$ cat config.mk
export PLATFORM = sky130hd
export DESIGN_NAME = fbd_queue
export DESIGN_NICKNAME = d
export VERILOG_FILES = /design/src/fbd_pkg.sv /design/src/fbd_queue.sv
export SDC_FILE = /design/constraint.sdc
export NUM_CORES = 1
export LEC_CHECK = 0
export BUFFER_PORTS_ARGS = -buffer_cell sky130_fd_sc_hd__buf_4
export CORE_MARGIN = 5
export CORE_UTILIZATION = 54
export DETAILED_ROUTE_END_ITERATION = 6
export PLACE_DENSITY = 0.74
export SYNTH_ARGS = -nofsm -noshare
export SYNTH_HDL_FRONTEND = slang
export SYNTH_SLANG_ARGS = --single-unit
$ cat constraint.sdc
create_clock -name clk -period 6.8 [get_ports clk]
set_input_delay 0.34 -clock clk [delete_from_list [all_inputs] [get_ports clk]]
set_output_delay 0.34 -clock clk [all_outputs]
set_load 0.1 [all_outputs]
$ cat src/fbd_pkg.sv
// shared constants and types for the frame baseline delta-f-over-f block
`timescale 1ns / 1ps
package fbd_pkg;

    localparam int HISTORY_FRAMES = 8;
    localparam int FRAME_PIXELS   = 262144;

    localparam int TIME_W = 40;
    localparam int IDX_W  = 18;
    localparam int PIX_W  = 8;
    localparam int INTV_W = 16;

    localparam int SLOT_W     = (HISTORY_FRAMES > 1) ? $clog2(HISTORY_FRAMES) : 1;
    localparam int PIX_AW     = (FRAME_PIXELS > 1) ? $clog2(FRAME_PIXELS) : 1;
    localparam int HIST_DEPTH = HISTORY_FRAMES * FRAME_PIXELS;
    localparam int HIST_AW    = $clog2(HIST_DEPTH);

    localparam int SUM_MAX   = HISTORY_FRAMES * 255;
    localparam int SUM_W     = $clog2(SUM_MAX + 1);
    localparam int DEN_W     = SUM_W + 1;
    localparam int DIV_W     = DEN_W + PIX_W;
    localparam int NUM_W     = DIV_W + 1;
    localparam int P_MUL     = 510 * HISTORY_FRAMES;
    localparam int DIV_STEPS = PIX_W;

    localparam int QUEUE_DEPTH = 4;
    localparam int Q_AW        = 2;
    localparam int OUT_DEPTH   = 16;
    localparam int OUT_AW      = 4;
    localparam int CNT_W       = 5;

    localparam int CFG_IDX_W  = 1;
    localparam int CFG_DATA_W = 16;
    localparam logic [CFG_IDX_W-1:0] CFG_MODE     = 1'd0;
    localparam logic [CFG_IDX_W-1:0] CFG_INTERVAL = 1'd1;
    localparam logic [INTV_W-1:0]    INTERVAL_RESET = 16'd100;

    typedef struct packed {
        logic [PIX_AW-1:0]  idx;
        logic               in_frame;
        logic [PIX_W-1:0]   pixel;
        logic               upd;
        logic               full;
        logic [HIST_AW-1:0] pos;
    } front_item_t;

    typedef struct packed {
        logic             valid;
        logic [PIX_W-1:0] pixel;
        logic [SUM_W-1:0] sum;
    } back_res_t;

    typedef struct packed {
        logic             valid;
        logic [PIX_W-1:0] pixel;
        logic             zero;
        logic             nonpos;
        logic             sat;
        logic [DIV_W-1:0] rem;
        logic [DEN_W-1:0] den;
        logic [PIX_W-1:0] quo;
    } div_stage_t;

    typedef struct packed {
        logic             push;
        logic [CNT_W-1:0] cnt;
    } out_stat_t;

endpackage

$ cat src/fbd_queue.sv
// short queue of classified pixels between front and back
`timescale 1ns / 1ps
module fbd_queue (
    input  logic                 clk,
    input  logic                 rst_n,
    input  logic                 push,
    input  fbd_pkg::front_item_t din,
    input  logic                 pop,
    output fbd_pkg::front_item_t head,
    output logic                 full,
    output logic                 empty
);
    import fbd_pkg::*;

    front_item_t     mem_reg [QUEUE_DEPTH];
    logic [Q_AW-1:0] wr_reg, wr_next, rd_reg, rd_next;
    logic [Q_AW:0]   cnt_reg, cnt_next;

    assign full  = cnt_reg == (Q_AW+1)'(QUEUE_DEPTH);
    assign empty = cnt_reg == '0;
    assign head  = mem_reg[rd_reg];

    always_comb
    begin
        wr_next  = push ? wr_reg + 1'b1 : wr_reg;
        rd_next  = pop ? rd_reg + 1'b1 : rd_reg;
        cnt_next = cnt_reg + (Q_AW+1)'(push) - (Q_AW+1)'(pop);
    end

    always_ff @(posedge clk)
    begin
        if (push)
        begin
            mem_reg[wr_reg] <= din;
        end
    end

    always_ff @(posedge clk or negedge rst_n)
    begin
        if (!rst_n)
        begin
            wr_reg  <= '0;
            rd_reg  <= '0;
            cnt_reg <= '0;
        end
        else
        begin
            wr_reg  <= wr_next;
            rd_reg  <= rd_next;
            cnt_reg <= cnt_next;
        end
    end
endmodule

==> results_dict.tcl, run 1 <==
set metrics [dict create \
    status "completed" \
    final_common_cell "edfxtp_1" \
    fin_skew_ps 5.49 \
    portBuffers 105 \
    num_rows 43 \
    antenna_left 0 \
    die_x_um 129 \
    ff_latch_area_um2 6190 \
    reg2reg_slack_ps 4760 \
    first_global_vias 3745 \
    rr_endpoint "mem_reg[0][4]" \
    crit_fanout 52 \
    synth_top_family_by_area "multiplexers" \
    grt_start_max_net_pins 53 \
    cts_max_level 1 \
    finalHoldViolations 0 \
    fill_cells 895 \
    clockBufferDepth 3 \
    synthSimpleGateAreaFrac_pct 0.571 \
    cts_tree "done" \
    drt_iter0_drc 204 \
    worstSetupPathType "reg2out" \
    drt-pass1-iter-count 4 \
    max_stage_delay_ps 1090 \
    multi_input_area_um2 1330 \
    setup.worst_path.end "head[0]" \
    core-area_um2 13900 \
    pin_count 106 \
    syn_nets 357 \
    synth.avg_cell_area_um2 25.9 \
    reg2reg_from "wr_reg[0]" \
    r2r_cells 4 \
    synth_mux_area_share_pct 14.8 \
    tightest_slew_ps 1040 \
    cp.required_ps 6460 \
    grt_setup_unrepaired "no" \
    drv_slew 0 \
    cts_buffers 20 \
    relSlewSlack_pct 30.8 \
    cts.clk_slew.worst_paths_ps 60 \
    grt_remaining_overflow 0 \
    start_util_pct 55.2 \
    num_antenna_cells 0 \
    die_y_um 129 \
    worst_path_max_delay_cell "dfrtp_4" \
    synth_compound_area_share_pct 0.0653 \
    crit_chain "mux4_1, buf_4" \
    cts_sinks 207 \
    die-area_um2 16700 \
    grt_usage_pct 15.9 \
    start_kind "flip-flop" \
    fin_crit_ps 2870 \
    wl_um 13000 \
    yosys.area_share.xor_xnor_pct 0.571 \
    gp_congestion 0.737 \
    synthAdderAreaFrac_pct 1.24 \
    fin_nets 478 \
    wl_per_cell_um 21.3 \
    hpwlAfterDp_um 7430 \
    crit_path_start "rd_reg[0]" \
    cp.arrival_ps 2530 \
    drc_errors 0 \
    area_delta_synth_final_pct 19.7 \
    cts_resized 0 \
    antenna_found_initial 0 \
    via_per_inst 5.58 \
    ys_seq_elements 207 \
    hold_path.class "in2reg" \
    via_count 3405 \
    clk_latency_ps 470 \
    final_cell_mix "edfxtp_1, buf_4, mux4_2" \
    cts-root-buf "clkbuf_16" \
    fmax_ghz 0.349 \
    largest_reg_flops 200 \
    synthCells 296 \
    yosysWarningCount 0 \
    ys_types 18 \
    crit_path_end_kind "output port" \
    setup_viol 0 \
    drv_cap 0 \
    synth_area_um2 7660 \
    grt_first_pass_wirelength_um 20100 \
    layout-drive-gt1-share_pct 43.3 \
    min_period_over_period_pct 42.1 \
    final.setup.tns_ps 0 \
    seq_area_frac_synth_pct 80.6 \
]
metal layers:
metal	wire, um	track usage, %
met1	5040	20.5
met2	6910	27.4
met3	880	3.96
met4	178	3.89
met5	0	0
cell usage after synthesis:
| cell type | count | area [um^2] |
|---|---|---|
| xnor2_1 | 2 | 17.5 |
| fa_1 | 1 | 20.0 |
| buf_6 | 1 | 11.3 |
| o21ai_0 | 1 | 5.00 |
| nor3_1 | 1 | 5.00 |
| ha_1 | 6 | 75.1 |
| mux4_1 | 2 | 52.6 |
| edfxtp_1 | 200 | 6010 |
| mux4_2 | 48 | 1080 |
| and3_1 | 1 | 6.26 |
| nand2_1 | 2 | 7.51 |
| xor2_1 | 3 | 26.3 |
| dfrtp_1 | 7 | 175 |
| buf_2 | 5 | 25.0 |
| and2_1 | 4 | 25.0 |
| inv_1 | 6 | 22.5 |
| clkbuf_1 | 1 | 3.75 |
| buf_12 | 5 | 100 |
how the worst min path moves through the flow:
stage / start / endpoint / slack, ps / cells past startpoint
6_report: pop / rd_reg[0] / 60 / 2
5_1_grt: din[17] / mem_reg[1][17] / 50 / 1
4_1_cts: din[49] / mem_reg[1][49] / 50 / 1
3_5_place_dp: rst_n / cnt_reg[0] / 160 / 1
3_3_place_gp: rst_n / cnt_reg[0] / 160 / 1
2_1_floorplan: rst_n / cnt_reg[0] / 40 / 0
area by class of cell:
type	count	area share, %
sequential	207	67.4
multi-input combinational	71	14.5
timing repair buffer	111	9.11
clock buffer	27	5.97
tap	180	2.45
clock inverter	8	0.341
inverter	6	0.245
per-stage QoR:
step                      hold slack [ps]  std cells  setup slack [ps]  util [%]  instance area, um^2
final                                64.7        610              3930      66.1                 9180
after global routing                 47.0        610              3700      66.1                 9180
after CTS                            49.8        610              3830      66.1                 9180
after detailed placement              158        574              4360      61.9                 8590
after global placement                156        574              4330      61.9                 8590
after floorplan                      44.4        296              4000         -                 7660
worst max-delay path, delay by kind of cell (launching register included):
family   cells  cell delay (ps)
buf+inv      1              250
mux          1              650
flops        1             1090
cell families after synthesis:
group           after synthesis
flops                       207
simple gates                  8
buf+inv                      18
mux                          50
fa+ha+maj                     7
xor+xnor                      5
compound gates                1
repair_timing:
action | in CTS | in global routing
hold buffers | 1 | 0
hold endpoints to repair | 7 | 0
buffers inserted | 0 | 0
Power of run 1 is not shown: default switching activity piles up to over one toggle a cycle in this logic, so the estimate is an artifact.
==> inputs of run 2 (changes only) <==
- CORE_UTILIZATION: 54 -> 51
- PLACE_DENSITY: 0.74 -> 0.73
- clock period: 6.8 -> 2.43 ns (I/O delays scaled with it)
==> results_dict.tcl, run 2 (same netlist as run 1, synthesis figures left out) <==
set metrics [dict create \
    fill_cells 942 \
    die_y_um 133 \
    hold_start "din[30]" \
    final_common_cell "edfxtp_1" \
    finalHoldViolations 0 \
    fin_skew_ps 5.14 \
    drt-pass1-iter-count 4 \
    min_period_over_period_pct 89.7 \
    cts_buffers 21 \
    grt_remaining_overflow 0 \
    fin_crit_ps 2180 \
    cts_resized 0 \
    gp_congestion 0.732 \
    drv_cap 0 \
    clockBufferDepth 3 \
    grt_start_max_net_pins 28 \
    drc_errors 0 \
    core-area_um2 14600 \
    min_path_cells 2 \
    final_cell_mix "edfxtp_1, buf_4, dlygate4sd3_1" \
    cts_sinks 207 \
    grtUsageMet1_pct 21.5 \
    multi_input_area_um2 1330 \
    wl_um 13700 \
    grt_setup_unrepaired "no" \
    rr_endpoint "mem_reg[2][17]" \
    start_util_pct 52.3 \
    hpwlAfterDp_um 8240 \
    reg2reg_from "wr_reg[0]" \
    cts_max_level 1 \
    die-area_um2 17600 \
    first_global_vias 4119 \
    pin_count 106 \
    r2r_cells 4 \
    relSlewSlack_pct 61.6 \
    crit_fanout 27 \
    via_count 3627 \
    cts_setup_buffers 0 \
    fin_nets 541 \
    via_per_inst 5.35 \
    cp.required_ps 2310 \
    reg2reg_slack_ps 730 \
    worstSetupPathType "reg2out" \
    largest_reg_flops 200 \
    drv_slew 0 \
    cts-root-buf "clkbuf_16" \
    start_kind "flip-flop" \
    num_rows 44 \
    num_antenna_cells 0 \
    tightest_slew_ps 576 \
    crit_path_end_kind "output port" \
    portBuffers 105 \
    die_x_um 133 \
    cts_tree "done" \
    ff_latch_area_um2 6190 \
    gr-max-usage-layer "met2" \
    antenna_found_initial 0 \
    cp.arrival_ps 2060 \
    grt_usage_pct 16.4 \
    clk_latency_ps 480 \
    status "completed" \
    hold_path.class "in2reg" \
    drt_iter0_drc 180 \
    layout-drive-gt1-share_pct 40.1 \
    setup_viol 0 \
    area_delta_synth_final_pct 28.9 \
    antenna_left 0 \
    wl_per_cell_um 20.2 \
    cts.clk_slew.worst_paths_ps 60 \
    final.setup.tns_ps 0 \
    grt_first_pass_wirelength_um 22600 \
    fmax_ghz 0.459 \
    holdPathEnd "mem_reg[1][30]" \
    use_met3_pct 3.53 \
    met2_usage_pct 28.2 \
]
-- run 2: cell types whose count changed in the layout (fill, tap and decap cells not counted), sizes merged --
cell         delta
clkbuf          +2
buf             +9
dlygate4sd3    +53
-- run 2: layout make-up --
| type | instances | share of cell area, % |
|---|---|---|
| sequential | 207 | 62.6 |
| timing repair buffer | 173 | 15.4 |
| multi-input combinational | 71 | 13.5 |
| clock buffer | 29 | 5.62 |
| tap | 184 | 2.33 |
| clock inverter | 8 | 0.342 |
| inverter | 6 | 0.228 |
-- run 2: what timing repair did --
item | in CTS | in global routing
endpoints found under the setup margin | 0 | 0
hold endpoints to repair | 212 | 0
hold buffers | 54 | 0
-- run 2: worst max-delay path by stage --
stage	start	to	slack [ps]
2_1_floorplan	wr_reg[0]	mem_reg[0][0]	200
3_3_place_gp	rd_reg[0]	head[49]	730
3_5_place_dp	wr_reg[0]	mem_reg[0][23]	690
4_1_cts	rd_reg[0]	head[49]	210
5_1_grt	rd_reg[0]	head[49]	160
6_report	rd_reg[0]	head[49]	250
-- run 2: layer usage --
layer	wire length (um)	vias up
li1	-	1624
met1	5640	1866
met2	7010	117
met3	834	20
met4	227	0
met5	0	-
-- run 2: worst max-delay path, stage by stage, from the launching register on --
cell and delay [ps]:
dfrtp_4 470, buf_12 240, mux4_1 600, buf_4 250
-- run 2: metrics by stage --
step / util, % / hold WS (ps) / instance area, um^2 / setup slack (ps) / instances
6_report: 67.5 / 385 / 9880 / 250 / 678
5_1_grt: 67.5 / 375 / 9880 / 160 / 678
4_1_cts: 67.5 / 364 / 9880 / 212 / 678
3_5_place_dp: 59.8 / -55.2 / 8750 / 695 / 587
3_3_place_gp: 59.8 / -58.9 / 8750 / 726 / 587
2_1_floorplan: - / -174 / 7670 / 205 / 296
Power of run 2 is left out for the same reason.
==> inputs of run 3 (changes only) <==
- ABC_AREA: default -> 1
- CELL_PAD_IN_SITES_DETAIL_PLACEMENT: default -> 1
- CELL_PAD_IN_SITES_GLOBAL_PLACEMENT: default -> 2
- CORE_UTILIZATION: 51 -> 40
- PLACE_DENSITY: 0.73 -> 0.82
- clock period: 2.43 -> 2.8 ns (I/O delays scaled with it)
==> results_dict.tcl, run 3 <==
set metrics [dict create \
    use_met3_pct 2.68 \
    worst-path-buf-inv 3 \
    r2r_cells 5 \
    final_cell_mix "nand2_1, inv_1, edfxtp_1" \
    gp_congestion 0.668 \
    cts_max_level 1 \
    clk_latency_ps 490 \
    die_y_um 158 \
    seq_area_frac_synth_pct 70.6 \
    cp_common_cell "nand2_1" \
    synth_area_um2 8750 \
    die-area_um2 24900 \
    yosysMostFrequentCell "nand2_1" \
    wl_um 20600 \
    clockBufferDepth 3 \
    yosysTopAreaCell "edfxtp_1" \
    hold_start "pop" \
    crit_chain "clkinv_2, buf_12, nand2_1, nand3_1, nand2_1, buf_4" \
    via_per_inst 4.54 \
    via_count 5856 \
    antenna_left 0 \
    worstSetupPathType "reg2out" \
    cts_setup_buffers 0 \
    setup_viol 0 \
    final_common_cell "nand2_1" \
    start_kind "flip-flop" \
    synth.avg_cell_area_um2 10.6 \
    ys_seq_elements 207 \
    syn_nets 890 \
    synth_top_family_by_area "simple AND/OR/NAND/NOR gates" \
    status "completed" \
    yosysWarningCount 0 \
    fmax_ghz 0.389 \
    grt_usage_pct 16.5 \
    cts_tree "done" \
    fin_nets 1053 \
    cts_buffers 23 \
    hold_path.class "in2reg" \
    fin_crit_ps 2570 \
    die_x_um 158 \
    grt_start_max_net_pins 61 \
    synth_compound_area_share_pct 0.0572 \
    synthSimpleGateAreaFrac_pct 17.1 \
    layout-drive-gt1-share_pct 15.9 \
    wl_per_cell_um 16.0 \
    finalHoldViolations 0 \
    min_period_over_period_pct 91.9 \
    rr_endpoint "mem_reg[2][33]" \
    synthCells 829 \
    worst_path_max_delay_cell "clkinv_2" \
    max_stage_delay_ps 500 \
    hpwlAfterDp_um 12100 \
    final.setup.tns_ps 0 \
    grt_first_pass_wirelength_um 32400 \
    pin_count 106 \
    largest_reg_flops 200 \
    min_path_cells 3 \
    synthAdderAreaFrac_pct 1.09 \
    portBuffers 105 \
    cp_top_family "buffers and inverters" \
    crit_path_end_kind "output port" \
    gr-max-usage-layer "met2" \
    crit_fanout 37 \
    reg2reg_from "wr_reg[0]" \
    num_rows 54 \
    drt_iter0_drc 234 \
    met2_usage_pct 30.1 \
    holdPathEnd "rd_reg[0]" \
    yosys.area_share.xor_xnor_pct 0.300 \
    area_delta_synth_final_pct 28.0 \
    relSlewSlack_pct 55.6 \
    synth_mux_area_share_pct 0 \
    grt_setup_unrepaired "no" \
    drt-pass1-iter-count 4 \
    reg2reg_slack_ps 980 \
    cp.required_ps 2660 \
    synthTopCellsByCount "nand2_1, inv_1, edfxtp_1" \
    drc_errors 0 \
    cts-root-buf "clkbuf_16" \
    drv_cap 0 \
    antenna_found_initial 1 \
    first_global_vias 6403 \
    synth_edf_count 200 \
    synth.area.top_cells "edfxtp_1, nand2_1, inv_1, nand3_1, dfrtp_1" \
    cp.arrival_ps 2430 \
    grt_remaining_overflow 0 \
    ys.flop_type "edfxtp_1" \
    fin_skew_ps 5.75 \
    grtUsageMet1_pct 21.0 \
    core-area_um2 21700 \
    drv_slew 0 \
    start_util_pct 40.3 \
    tightest_slew_ps 666 \
    cts.clk_slew.worst_paths_ps 60 \
    async_flop_share_pct 3.38 \
    ys_types 16 \
    cts_sinks 207 \
    synth_top_area_share_pct 68.6 \
]
[run 3: changes by cell type after synthesis, moves of 2 or more]
| cell | previous run | this run |
|---|---|---|
| clkbuf_1 | 1 | 17 |
| mux4_1 | 2 | 0 |
| and2_1 | 4 | 0 |
| buf_12 | 5 | 0 |
| nand2_1 | 2 | 261 |
| xnor2_1 | 2 | 0 |
| buf_2 | 5 | 15 |
| mux4_2 | 48 | 0 |
| nand3_1 | 0 | 101 |
| inv_1 | 6 | 212 |
[run 3: timing repair]
| item | CTS | global route |
|---|---|---|
| endpoints found under the hold margin | 212 | 0 |
| resized for setup | 0 | 1 |
| hold buffers | 54 | 0 |
| setup endpoints to repair | 0 | 24 |
[run 3: cell type report]
class | count | area, um^2
Clock inverter | 16 | 155
Tap cell | 280 | 350
Antenna cell | 1 | 2.50
Fill cell | 2352 | 10500
Sequential cell | 207 | 6190
Clock buffer | 25 | 583
Inverter | 214 | 805
Multi-Input combinational cell | 375 | 1620
Timing Repair Buffer | 171 | 1500
[run 3: worst max path at each step]
stage / startpoint / to / slack (ps) / depth (start not counted)
3_5_place_dp: rd_reg[0] / head[12] / 560 / 6
3_3_place_gp: rd_reg[0] / head[12] / 600 / 6
6_report: rd_reg[0] / head[46] / 230 / 6
2_1_floorplan: cnt_reg[1] / empty / 210 / 1
5_1_grt: rd_reg[0] / head[7] / 40 / 6
4_1_cts: rd_reg[0] / head[12] / 30 / 6
[run 3: kinds of logic after synthesis]
logic type,after synthesis
AND/OR/NAND/NOR,364
buffers and inverters,247
flip-flops,207
adder cells (fa/ha/maj),7
XOR/XNOR,3
AO/OA/AOI/OAI,1
[run 3: metrics by stage]
step | cells | hold slack [ps] | utilization, % | instance area, um^2 | setup slack, ps
after floorplan | 829 | -156 | - | 8750 | 211
after global placement | 1193 | -37.0 | 45.7 | 9910 | 596
after detailed placement | 1193 | -37.3 | 45.7 | 9910 | 558
after CTS | 1288 | 367 | 51.6 | 11200 | 28.4
after global routing | 1289 | 376 | 51.6 | 11200 | 43.3
final | 1289 | 389 | 51.6 | 11200 | 226
[run 3: layer usage]
metal | wire (um) | vias to the layer above
li1 | - | 2900
met1 | 8980 | 2842
met3 | 919 | 14
met4 | 225 | 0
met5 | 0 | -
met2 | 10500 | 100
[run 3: tightest hold or removal path: cells and delay by family]
family / cells / cell delay, ps
buffers and inverters: 2 / 640
xor gates and xnor gates: 1 / 60
Power of run 3 is left out for the same reason.
