==> config.mk <==
export PLATFORM = sky130hd
export DESIGN_NAME = fbd_front
export DESIGN_NICKNAME = d
export VERILOG_FILES = /design/src/fbd_pkg.sv /design/src/fbd_front.sv
export SDC_FILE = /design/constraint.sdc
export NUM_CORES = 1
export LEC_CHECK = 0
export BUFFER_PORTS_ARGS = -buffer_cell sky130_fd_sc_hd__buf_4
export CORE_UTILIZATION = 48
export DETAILED_ROUTE_END_ITERATION = 8
export PLACE_DENSITY = 0.84
export SETUP_SLACK_MARGIN = 0.1
export SKIP_LAST_GASP = 1
export SLEW_MARGIN = 20
export SYNTH_ARGS = -nofsm -noshare
export SYNTH_HDL_FRONTEND = slang
export SYNTH_SLANG_ARGS = --single-unit
==> constraint.sdc <==
create_clock -name clk -period 4.39 [get_ports clk]
set_input_delay 0.439 -clock clk [delete_from_list [all_inputs] [get_ports clk]]
set_output_delay 0.439 -clock clk [all_outputs]
set_load 0.02 [all_outputs]
==> src/fbd_pkg.sv <==
// shared constants and types for the frame baseline delta-f-over-f block
`timescale 1ns / 1ps
package fbd_pkg;

    localparam int HISTORY_FRAMES = 8;
    localparam int FRAME_PIXELS   = 262144;

    localparam int TIME_W = 40;
    localparam int IDX_W  = 18;
    localparam int PIX_W  = 8;
    localparam int INTV_W = 16;

    localparam int SLOT_W     = (HISTORY_FRAMES > 1) ? $clog2(HISTORY_FRAMES) : 1;
    localparam int PIX_AW     = (FRAME_PIXELS > 1) ? $clog2(FRAME_PIXELS) : 1;
    localparam int HIST_DEPTH = HISTORY_FRAMES * FRAME_PIXELS;
    localparam int HIST_AW    = $clog2(HIST_DEPTH);

    localparam int SUM_MAX   = HISTORY_FRAMES * 255;
    localparam int SUM_W     = $clog2(SUM_MAX + 1);
    localparam int DEN_W     = SUM_W + 1;
    localparam int DIV_W     = DEN_W + PIX_W;
    localparam int NUM_W     = DIV_W + 1;
    localparam int P_MUL     = 510 * HISTORY_FRAMES;
    localparam int DIV_STEPS = PIX_W;

    localparam int QUEUE_DEPTH = 4;
    localparam int Q_AW        = 2;
    localparam int OUT_DEPTH   = 16;
    localparam int OUT_AW      = 4;
    localparam int CNT_W       = 5;

    localparam int CFG_IDX_W  = 1;
    localparam int CFG_DATA_W = 16;
    localparam logic [CFG_IDX_W-1:0] CFG_MODE     = 1'd0;
    localparam logic [CFG_IDX_W-1:0] CFG_INTERVAL = 1'd1;
    localparam logic [INTV_W-1:0]    INTERVAL_RESET = 16'd100;

    typedef struct packed {
        logic [PIX_AW-1:0]  idx;
        logic               in_frame;
        logic [PIX_W-1:0]   pixel;
        logic               upd;
        logic               full;
        logic [HIST_AW-1:0] pos;
    } front_item_t;

    typedef struct packed {
        logic             valid;
        logic [PIX_W-1:0] pixel;
        logic [SUM_W-1:0] sum;
    } back_res_t;

    typedef struct packed {
        logic             valid;
        logic [PIX_W-1:0] pixel;
        logic             zero;
        logic             nonpos;
        logic             sat;
        logic [DIV_W-1:0] rem;
        logic [DEN_W-1:0] den;
        logic [PIX_W-1:0] quo;
    } div_stage_t;

    typedef struct packed {
        logic             push;
        logic [CNT_W-1:0] cnt;
    } out_stat_t;

endpackage

==> src/fbd_front.sv <==
// front end: takes pixels, decides baseline update at frame start, tags history slot
`timescale 1ns / 1ps
module fbd_front (
    input  logic                       clk,
    input  logic                       rst_n,
    input  logic                       in_valid,
    output logic                       in_ready,
    input  logic [fbd_pkg::TIME_W-1:0] frame_time,
    input  logic [fbd_pkg::IDX_W-1:0]  pixel_index,
    input  logic [fbd_pkg::PIX_W-1:0]  pixel_value,
    input  logic [fbd_pkg::INTV_W-1:0] interval,
    input  logic                       clear_busy,
    input  logic                       queue_full,
    output logic                       push,
    output fbd_pkg::front_item_t       item
);
    import fbd_pkg::*;

    logic              updates_reg, updates_next;
    logic [TIME_W-1:0] last_reg, last_next;
    logic [SLOT_W-1:0] slot_reg, slot_next;
    logic              full_reg, full_next;
    logic              upd_now, in_frame, last_pix, due;

    assign in_ready = !clear_busy && !queue_full;
    assign push     = in_valid && in_ready;

    always_comb
    begin
        in_frame = 32'(pixel_index) < 32'(FRAME_PIXELS);
        last_pix = 32'(pixel_index) == 32'(FRAME_PIXELS - 1);
        due      = {1'b0, frame_time} > ({1'b0, last_reg} + (TIME_W+1)'(interval));
        upd_now  = (pixel_index == '0) ? due : updates_reg;

        item.idx      = PIX_AW'(pixel_index);
        item.in_frame = in_frame;
        item.pixel    = pixel_value;
        item.upd      = upd_now && in_frame;
        item.full     = full_reg;
        item.pos      = HIST_AW'(slot_reg) * HIST_AW'(FRAME_PIXELS) + HIST_AW'(pixel_index);

        updates_next = updates_reg;
        last_next    = last_reg;
        slot_next    = slot_reg;
        full_next    = full_reg;
        if (push)
        begin
            if (pixel_index == '0)
            begin
                updates_next = due;
                if (due)
                begin
                    last_next = frame_time;
                end
            end
            if (upd_now && in_frame && last_pix)
            begin
                if (slot_reg == SLOT_W'(HISTORY_FRAMES - 1))
                begin
                    slot_next = '0;
                    full_next = 1'b1;
                end
                else
                begin
                    slot_next = slot_reg + 1'b1;
                end
            end
        end
    end

    always_ff @(posedge clk or negedge rst_n)
    begin
        if (!rst_n)
        begin
            updates_reg <= 1'b0;
            last_reg    <= '0;
            slot_reg    <= '0;
            full_reg    <= 1'b0;
        end
        else
        begin
            updates_reg <= updates_next;
            last_reg    <= last_next;
            slot_reg    <= slot_next;
            full_reg    <= full_next;
        end
    end
endmodule

==> results of run 1 <==
metal layers:
layer | part of all wire [%] | up-vias
li1 | - | 1942
met1 | 38 | 2027
met2 | 53 | 194
met3 | 5.8 | 45
met4 | 2.8 | 0
met5 | 0 | -
layout by cell type, fill, tap and decap left out, types with 4 or more instances in the layout:
cell type  instances
inv_1             13
and2_1             8
buf_6              5
buf_4            172
ha_4               4
o21ai_1            6
a21o_1            11
ha_1              54
nor4_1             5
nand2b_1           7
clkbuf_8           5
o21ai_0           13
nor2_1             8
o211ai_1           8
and3_1             7
nand3_1           10
o21bai_1           4
xor2_1            31
dfrtp_1           45
mux2_2            37
xnor2_1            6
and4_1             8
a21oi_1           24
nand2_1           21
nor3_1             4
o2111ai_1          4
nand4_1           16
through the flow:
stage | util [%] | setup slack (ps) | setup TNS, ps | total power [mW]
2_1_floorplan | - | 64.0 | 0 | 0.553
3_3_place_gp | 61.9 | -229 | -8960 | 0.650
3_5_place_dp | 61.9 | -373 | -14530 | 0.657
4_1_cts | 65.3 | -343 | -11720 | 0.944
5_1_grt | 67.0 | -567 | -21990 | 0.991
6_report | 67.0 | -408 | -15670 | 0.951
layout make-up:
| cell class | count | area [sq um] | share of cell area [%] |
|---|---|---|---|
| Sequential cell | 45 | 1130 | 19.1 |
| Tap cell | 108 | 135 | 2.29 |
| Clock inverter | 3 | 25.0 | 0.424 |
| Multi-Input combinational cell | 347 | 3030 | 51.4 |
| Clock buffer | 5 | 68.8 | 1.17 |
| Inverter | 13 | 48.8 | 0.827 |
| Timing Repair Buffer | 183 | 1470 | 24.9 |
worst min-delay path by stage:
stage / end / start / slack, ps / cells after the start
2_1_floorplan: full_reg / rst_n / 140 / 0
3_3_place_gp: full_reg / full_reg / 470 / 2
3_5_place_dp: full_reg / full_reg / 470 / 2
4_1_cts: last_reg[30] / rst_n / 140 / 1
5_1_grt: last_reg[30] / rst_n / 160 / 1
6_report: last_reg[30] / rst_n / 110 / 1
power breakdown:
part,internal (mW),switching (mW),total [mW]
clock network,0.115,0.174,0.289
registers,0.414,0.00000740,0.414
logic,0.122,0.126,0.248
logic make-up after synthesis:
kind of cell / Yosys count
other: 1
AOI/OAI and AO/OA: 102
and+or+nand+nor: 108
buffers and inverters: 68
adders and majority gates: 59
DFF: 45
xor gates and xnor gates: 37
muxes: 40
repair_timing:
item | in CTS | in global routing
cloned | 1 | 2
resized for setup | 26 | 20
setup endpoints to repair | 42 | 45
hold buffers | 0 | 0
hold endpoints to repair | 0 | 0
pin swaps | 20 | 19
buffers inserted | 12 | 3
==> impl_metrics.ini, run 1 <==
[outcome]
status = finished with violations
violations = design-rule violations, negative setup slack

[placement]
dp_cells = 678
io_buffers = 121
detailed_place_hpwl_mm = 9.29
postPlaceCellArea_sq_um = 5450
gp_congestion = 0.859

[drt]
first_iter_violations = 275
drt_first_pass_iters = 7
wl_mm = 13.0
vias = 4208
drcViolationCount = 36
vias_per_cell = 5.98
postRouteAntennaNets = 0
routedWlPerCell_um = 18.5

[setup_path]
crit_required_ps = 4600
r2r-end = last_reg[22]
timing.rr.start = last_reg[0]
crit_path_start = last_reg[0]
r2r_slack_ps = -410
critPathKind = flop to flop
critPathBufInv = 5
cp-end-kind = flop
crit_path_top_delay_cell = dfrtp_1
worstSetupEndpoint = last_reg[22]
cp_num_cells = 22
startpoint_type = flop
path_delay_family = compound AO/OA/AOI/OAI gates
worstPathMaxFanout = 7
max_stage_delay_ps = 420
crit_chain = ha_4, fa_2, a211oi_4, or3_4, a21oi_4, o21ai_4, a31oi_4, buf_4, buf_6, nand2_2, xor2_1, ha_1, nand4_1, nor4_2, buf_4, a21oi_1, a41o_1, a21o_1, a311oi_4, buf_6, clkbuf_16, mux2_2
r2r_cells = 22
arrival_ps = 5010

[layout]
layout.nets = 741
final_cells = 704
num_antenna_cells = 0
drive_above_1_share_pct = 43.3
fin_area_sq_um = 5900
area_growth_pct = 34.1
n_fill_cell = 662
largest_register_ffs = 40

[sta]
slew_headroom_pct = 45.6
min_period_ps = 4800
slew_viol_final = 0
fin_worst_skew_ps = 13.7
worst_slack_ps = -408
finalHoldViolCount = 0
fin_crit_sh_pct = 109
rsz0062_at_grt = true
whs_ps = 114
finalSetupViolCount = 42
worst_slew_pin_slew_ps = 811
clock.fmax_mhz = 208

[clock_network]
numCtsBuffers = 5
worstSkewPairLatency_ps = 330
cts-root-buf = clkbuf_8
cts_max_level = 2
path_clk_slew_ps = 110
clk_path_buf_depth = 2
cts_sinks = 45
cts_tree = done

[global_routing]
grt_pass1_wl_mm = 20.1
grt_pass1_vias = 4231
grt-ovfl-total = 0
use_met2_pct = 50.5
antenna_found_initial = 0
grt-busiest-layer = met2
grt_max_degree = 46
gr-usage-met3_pct = 3.65
grt_util_met1_pct = 29.2
grtUsageTotal_pct = 26.2

[logic_synthesis]
synth_seq_area_share_pct = 25.6
yosys_warnings = 0
synth_fa_ha_area_share_pct = 16.9
synth_compound_gate_area_share_pct = 15.6
async_flop_share_pct = 100
synth_edf_count = 0
synthTopCellsByCount = ha_1 (58), buf_4 (47), dfrtp_1 (45)
synthMuxAreaShare_pct = 10.2
ys_types = 45
ys_ff_latch = 45
synthDominantCellAreaShare_pct = 25.6
yosysMostFrequentCell = ha_1
synth_nets = 606
synth_top_family_by_area = adder cells
synthSimpleGateAreaFrac_pct = 13.7
avgSynthCellArea_sq_um = 9.57
synth_area_sq_um = 4400
yosys.area.top_type = dfrtp_1
synth_ff_type = dfrtp_1
yosys-top-cells-area = dfrtp_1 (26%), ha_1 (16%), mux2_2 (10%), buf_4 (8.0%), xor2_1 (6.2%)
synthCells = 460
synth_xor_area_share_pct = 7.36

[power_and_ir_drop]
peakVddDrop_uv = 114
power.leakage_nw = 2.87
p_per_area_nw_per_um2 = 161

[die]
fp-row-count = 34
coreArea_sq_um = 8810
start_util_pct = 50.0
die_x_um = 97.8
die_y_um = 97.8
boundaryPins = 139
die_area_sq_um = 9560

[job]
max_cap_viol_count = 0

[min_path]
hp-class = input port to asynchronous set/reset pin
Note: power is estimated with default switching activity, not from simulation.
==> run 2: changes to the inputs <==
- PLACE_DENSITY: 0.84 -> 0.83
==> impl_metrics.ini, run 2 (synthesis results as in run 1) <==
[sta]
worst_slack_ps = -638
slew_headroom_pct = 44.2
fin_crit_sh_pct = 115
slew_viol_final = 0
rsz0062_at_grt = true
min_period_ps = 5030
finalSetupTns_ps = -25010
finalHoldViolCount = 0
finalSetupViolCount = 42
fin_worst_skew_ps = 11.8
worst_slew_pin_slew_ps = 832
clock.fmax_mhz = 199

[setup_path]
worstPathMaxFanout = 7
startpoint_type = flop
crit_path_start = last_reg[0]
r2r_cells = 20
arrival_ps = 5240
timing.rr.start = last_reg[0]
r2r_slack_ps = -640
cp-end-kind = flop
crit_required_ps = 4600
critPathKind = flop to flop
r2r-end = last_reg[4]

[clock_network]
numCtsBuffers = 5
cts-root-buf = clkbuf_8
clk_path_buf_depth = 2
holdBufCountCts = 0
path_clk_slew_ps = 100
cts_tree = done
worstSkewPairLatency_ps = 320
cts_sinks = 45
cts_max_level = 2

[layout]
num_antenna_cells = 0
largest_register_ffs = 40
area_growth_pct = 40.1
final_cells = 727
final_common_cell = buf_4
layout.nets = 764
utilization_pct = 70.0
drive_above_1_share_pct = 45.9
layout_common_cells = buf_4 (188), ha_1 (54), dfrtp_1 (45), xor2_1 (31), mux2_2 (25)
fin_area_sq_um = 6170

[placement]
gp_congestion = 0.823
dpl_worst_slack_ps = -394
io_buffers = 121
detailed_place_hpwl_mm = 8.74
postPlaceCellArea_sq_um = 5460
dp_cells = 680

[drt]
drcViolationCount = 36
first_iter_violations = 310
vias = 4439
wl_mm = 14.2
vias_per_cell = 6.11
drt_first_pass_iters = 7
postRouteAntennaNets = 0
routedWlPerCell_um = 19.6

[global_routing]
grt_pass1_wl_mm = 20.1
grtUsageTotal_pct = 26.3
grt-ovfl-total = 0
antenna_found_initial = 0
grt_pass1_vias = 4234
grt_max_degree = 46

[die]
die_area_sq_um = 9560
start_util_pct = 50.0
boundaryPins = 139
die_x_um = 97.8
fp-row-count = 34
coreArea_sq_um = 8810
die_y_um = 97.8

[min_path]
hp-class = input port to asynchronous set/reset pin

[outcome]
violations = design-rule violations, negative setup slack
status = finished with violations

[job]
max_cap_viol_count = 0

[power_and_ir_drop]
p_per_area_nw_per_um2 = 166
peakVddDrop_uv = 153
power.leakage_nw = 3.03
run 2: critical path, stage by stage, from the launching register on:
cell and delay (ps):
dfrtp_1 420, ha_4 180, fa_2 400, a211oi_2 240, or3_4 180, a21oi_4 60
o21ai_0 290, nand2b_1 110, a21oi_1 240, xor2_1 140, ha_1 340, nand4_1 230
nor4_4 380, o2111ai_2 190, a41o_1 280, a21o_1 200, a311oi_4 290, buf_6 170
buf_4 130, buf_8 140, mux2_4 300
run 2: area by class of cell:
cell class,count,area [sq um]
fillers,605,2640
inverters,13,48.8
clock inverters,2,37.5
clock buffers,6,82.6
flip-flops and latches,45,1130
multi-input cells,348,3110
repair buffers,205,1620
well taps,108,135
run 2: what timing repair did:
action                                  CTS  global route
setup buffers                            18            19
gates cloned                              2             1
resized for setup                        19            52
pin swaps                                17            36
endpoints found under the setup margin   42            45
hold endpoints to repair                  0             0
run 2: routing by layer:
layer | vias up | routed length, um | global-route usage, %
li1 | 1992 | - | -
met1 | 2152 | 5270 | 29.1
met2 | 236 | 7330 | 49.3
met3 | 59 | 1010 | 4.44
met4 | 0 | 612 | 11.5
met5 | - | 0 | 0
run 2: report_power, final:
part	switching, mW	leakage (nW)	internal, mW
combinational	0.133	2.35	0.126
clock	0.166	0.0574	0.186
sequential	0.00000707	0.624	0.414
total	0.299	3.03	0.726
run 2: worst max-delay path by stage:
stage	slack, ps	to
2_1_floorplan	60	last_reg[10]
3_3_place_gp	-270	last_reg[9]
3_5_place_dp	-390	last_reg[8]
4_1_cts	-350	item[22]
5_1_grt	-760	last_reg[13]
6_report	-640	last_reg[4]
run 2: through the flow:
stage                     power (mW)  hold WS (ps)
final                           1.02           127
after CTS                       1.01           154
after detailed placement       0.655           470
after floorplan                0.553           143
after global placement         0.650           474
after global routing            1.06           174
==> run 3: changes to the inputs <==
- RECOVER_POWER: not set -> 50
==> impl_metrics.ini, run 3 (synthesis results as in run 1) <==
[min_path]
worstHoldStart = frame_time[37]
hp-class = input port to flop
min_to = last_reg[37]
hold_depth = 2

[outcome]
status = finished with violations
violations = design-rule violations, max-capacitance violations, max-slew violations, negative setup slack

[sta]
worst_slack_ps = -669
slew_viol_final = 46
fin_crit_sh_pct = 115
clock.fmax_mhz = 198
fin_worst_skew_ps = 11.5
min_period_ps = 5060
finalHoldViolCount = 0
finalSetupViolCount = 42
slew_headroom_pct = -72.8
worst_slew_pin_slew_ps = 2590
rsz0062_at_grt = true

[drt]
drt_first_pass_iters = 7
routedWlPerCell_um = 19.5
wl_mm = 14.2
first_iter_violations = 290
vias = 4438
vias_per_cell = 6.10
postRouteAntennaNets = 0
drcViolationCount = 36

[layout]
area_growth_pct = 40.0
layout_common_cells = buf_4 (187), ha_1 (54), dfrtp_1 (45), xor2_1 (31), mux2_2 (25)
n_fill_cell = 607
num_antenna_cells = 0
layout.area.seq_sq_um = 1130
layout.nets = 764
drive_above_1_share_pct = 45.7
multi_input_area_sq_um = 3110
largest_register_ffs = 40
final_common_cell = buf_4
final_cells = 727

[global_routing]
grt_pass1_vias = 4234
grt-ovfl-total = 0
grt_max_degree = 46
grt_pass1_wl_mm = 20.1
antenna_found_initial = 0
grtUsageTotal_pct = 26.3

[clock_network]
cts-root-buf = clkbuf_8
clk_path_buf_depth = 2
cts_max_level = 2
cts_sinks = 45
worstSkewPairLatency_ps = 320
numCtsBuffers = 5
path_clk_slew_ps = 100
cts_tree = done
holdBufCountCts = 0

[setup_path]
critPathBufInv = 3
critPathKind = flop to flop
r2r_cells = 20
crit_chain = ha_4, fa_2, a211oi_2, or3_4, a21oi_4, o21ai_0, nand2b_1, a21oi_1, xor2_1, ha_1, nand4_1, nor4_4, o2111ai_2, a41o_1, a21o_1, a311oi_4, buf_6, buf_4, buf_8, mux2_4
timing.rr.start = last_reg[0]
crit_path_top_delay_cell = dfrtp_1
arrival_ps = 5270
cp-end-kind = flop
startpoint_type = flop
r2r_slack_ps = -670
path_delay_family = compound AO/OA/AOI/OAI gates
worstPathMaxFanout = 7
max_stage_delay_ps = 420
crit_required_ps = 4600
r2r-end = last_reg[7]

[die]
coreArea_sq_um = 8810
die_y_um = 97.8
die_x_um = 97.8
fp-row-count = 34
boundaryPins = 139
start_util_pct = 50.0
die_area_sq_um = 9560

[power_and_ir_drop]
peakVddDrop_uv = 153
finalPower_mw = 1.02
power.leakage_nw = 3.03
p_per_area_nw_per_um2 = 166

[placement]
dpl_worst_slack_ps = -394
io_buffers = 121
detailed_place_hpwl_mm = 8.74
gp_congestion = 0.823
dp_cells = 680

[job]
max_cap_viol_count = 1
run 3: power by group:
group	total [mW]	internal [mW]	switching (mW)
Sequential	0.414	0.414	0.00000705
Clock	0.352	0.186	0.166
Combinational	0.258	0.126	0.132
run 3: layout make-up:
type	instances	share of cell area, %
clock buffer	6	1.34
clock inverter	2	0.609
inverter	13	0.792
multi-input combinational	348	50.5
sequential	45	18.3
tap	108	2.19
timing repair buffer	205	26.3
run 3: how the worst max path moves through the flow:
stage           startpoint           end  slack (ps)  cells after the start
2_1_floorplan  interval[0]  last_reg[10]          60                     19
3_3_place_gp   interval[0]   last_reg[9]        -270                     20
3_5_place_dp   interval[0]   last_reg[8]        -390                     20
4_1_cts        last_reg[0]      item[22]        -350                     19
5_1_grt        last_reg[5]  last_reg[13]        -760                     21
6_report       last_reg[0]   last_reg[7]        -670                     20
run 3: per-stage QoR:
| stage | cell area, sq um | setup TNS [ps] | hold WS [ps] | utilization (%) |
|---|---|---|---|---|
| 4_1_cts | 5850 | -12610 | 154 | 66.4 |
| 3_5_place_dp | 5460 | -14940 | 470 | 62.0 |
| 3_3_place_gp | 5460 | -10290 | 474 | 62.0 |
| 5_1_grt | 6160 | -30320 | 346 | 70.0 |
| 2_1_floorplan | 4500 | 0 | 143 | - |
| 6_report | 6160 | -26330 | 353 | 70.0 |
run 3: timing repair:
| action | in CTS | in global routing |
|---|---|---|
| pin swaps | 17 | 36 |
| endpoints found under the setup margin | 42 | 45 |
| cloned | 2 | 1 |
| buffers inserted | 18 | 19 |
| resized for setup | 19 | 52 |
run 3: metal layers:
| metal | wire (um) | up-vias | global-route usage (%) |
|---|---|---|---|
| met5 | 0 | - | 0 |
| met4 | 621 | 0 | 11.5 |
| met3 | 1040 | 58 | 4.44 |
| met2 | 7310 | 252 | 49.3 |
| met1 | 5200 | 2140 | 29.1 |
| li1 | - | 1988 | - |
run 3: worst register-to-register path, stage by stage (launching register included):
cell	delay [ps]
dfrtp_1	420
ha_4	180
fa_2	400
a211oi_2	240
or3_4	180
a21oi_4	60
o21ai_0	300
nand2b_1	110
a21oi_1	240
xor2_1	140
ha_1	350
nand4_1	250
nor4_4	380
o2111ai_2	190
a41o_1	290
a21o_1	200
a311oi_4	290
buf_6	170
buf_4	130
buf_8	140
mux2_4	300
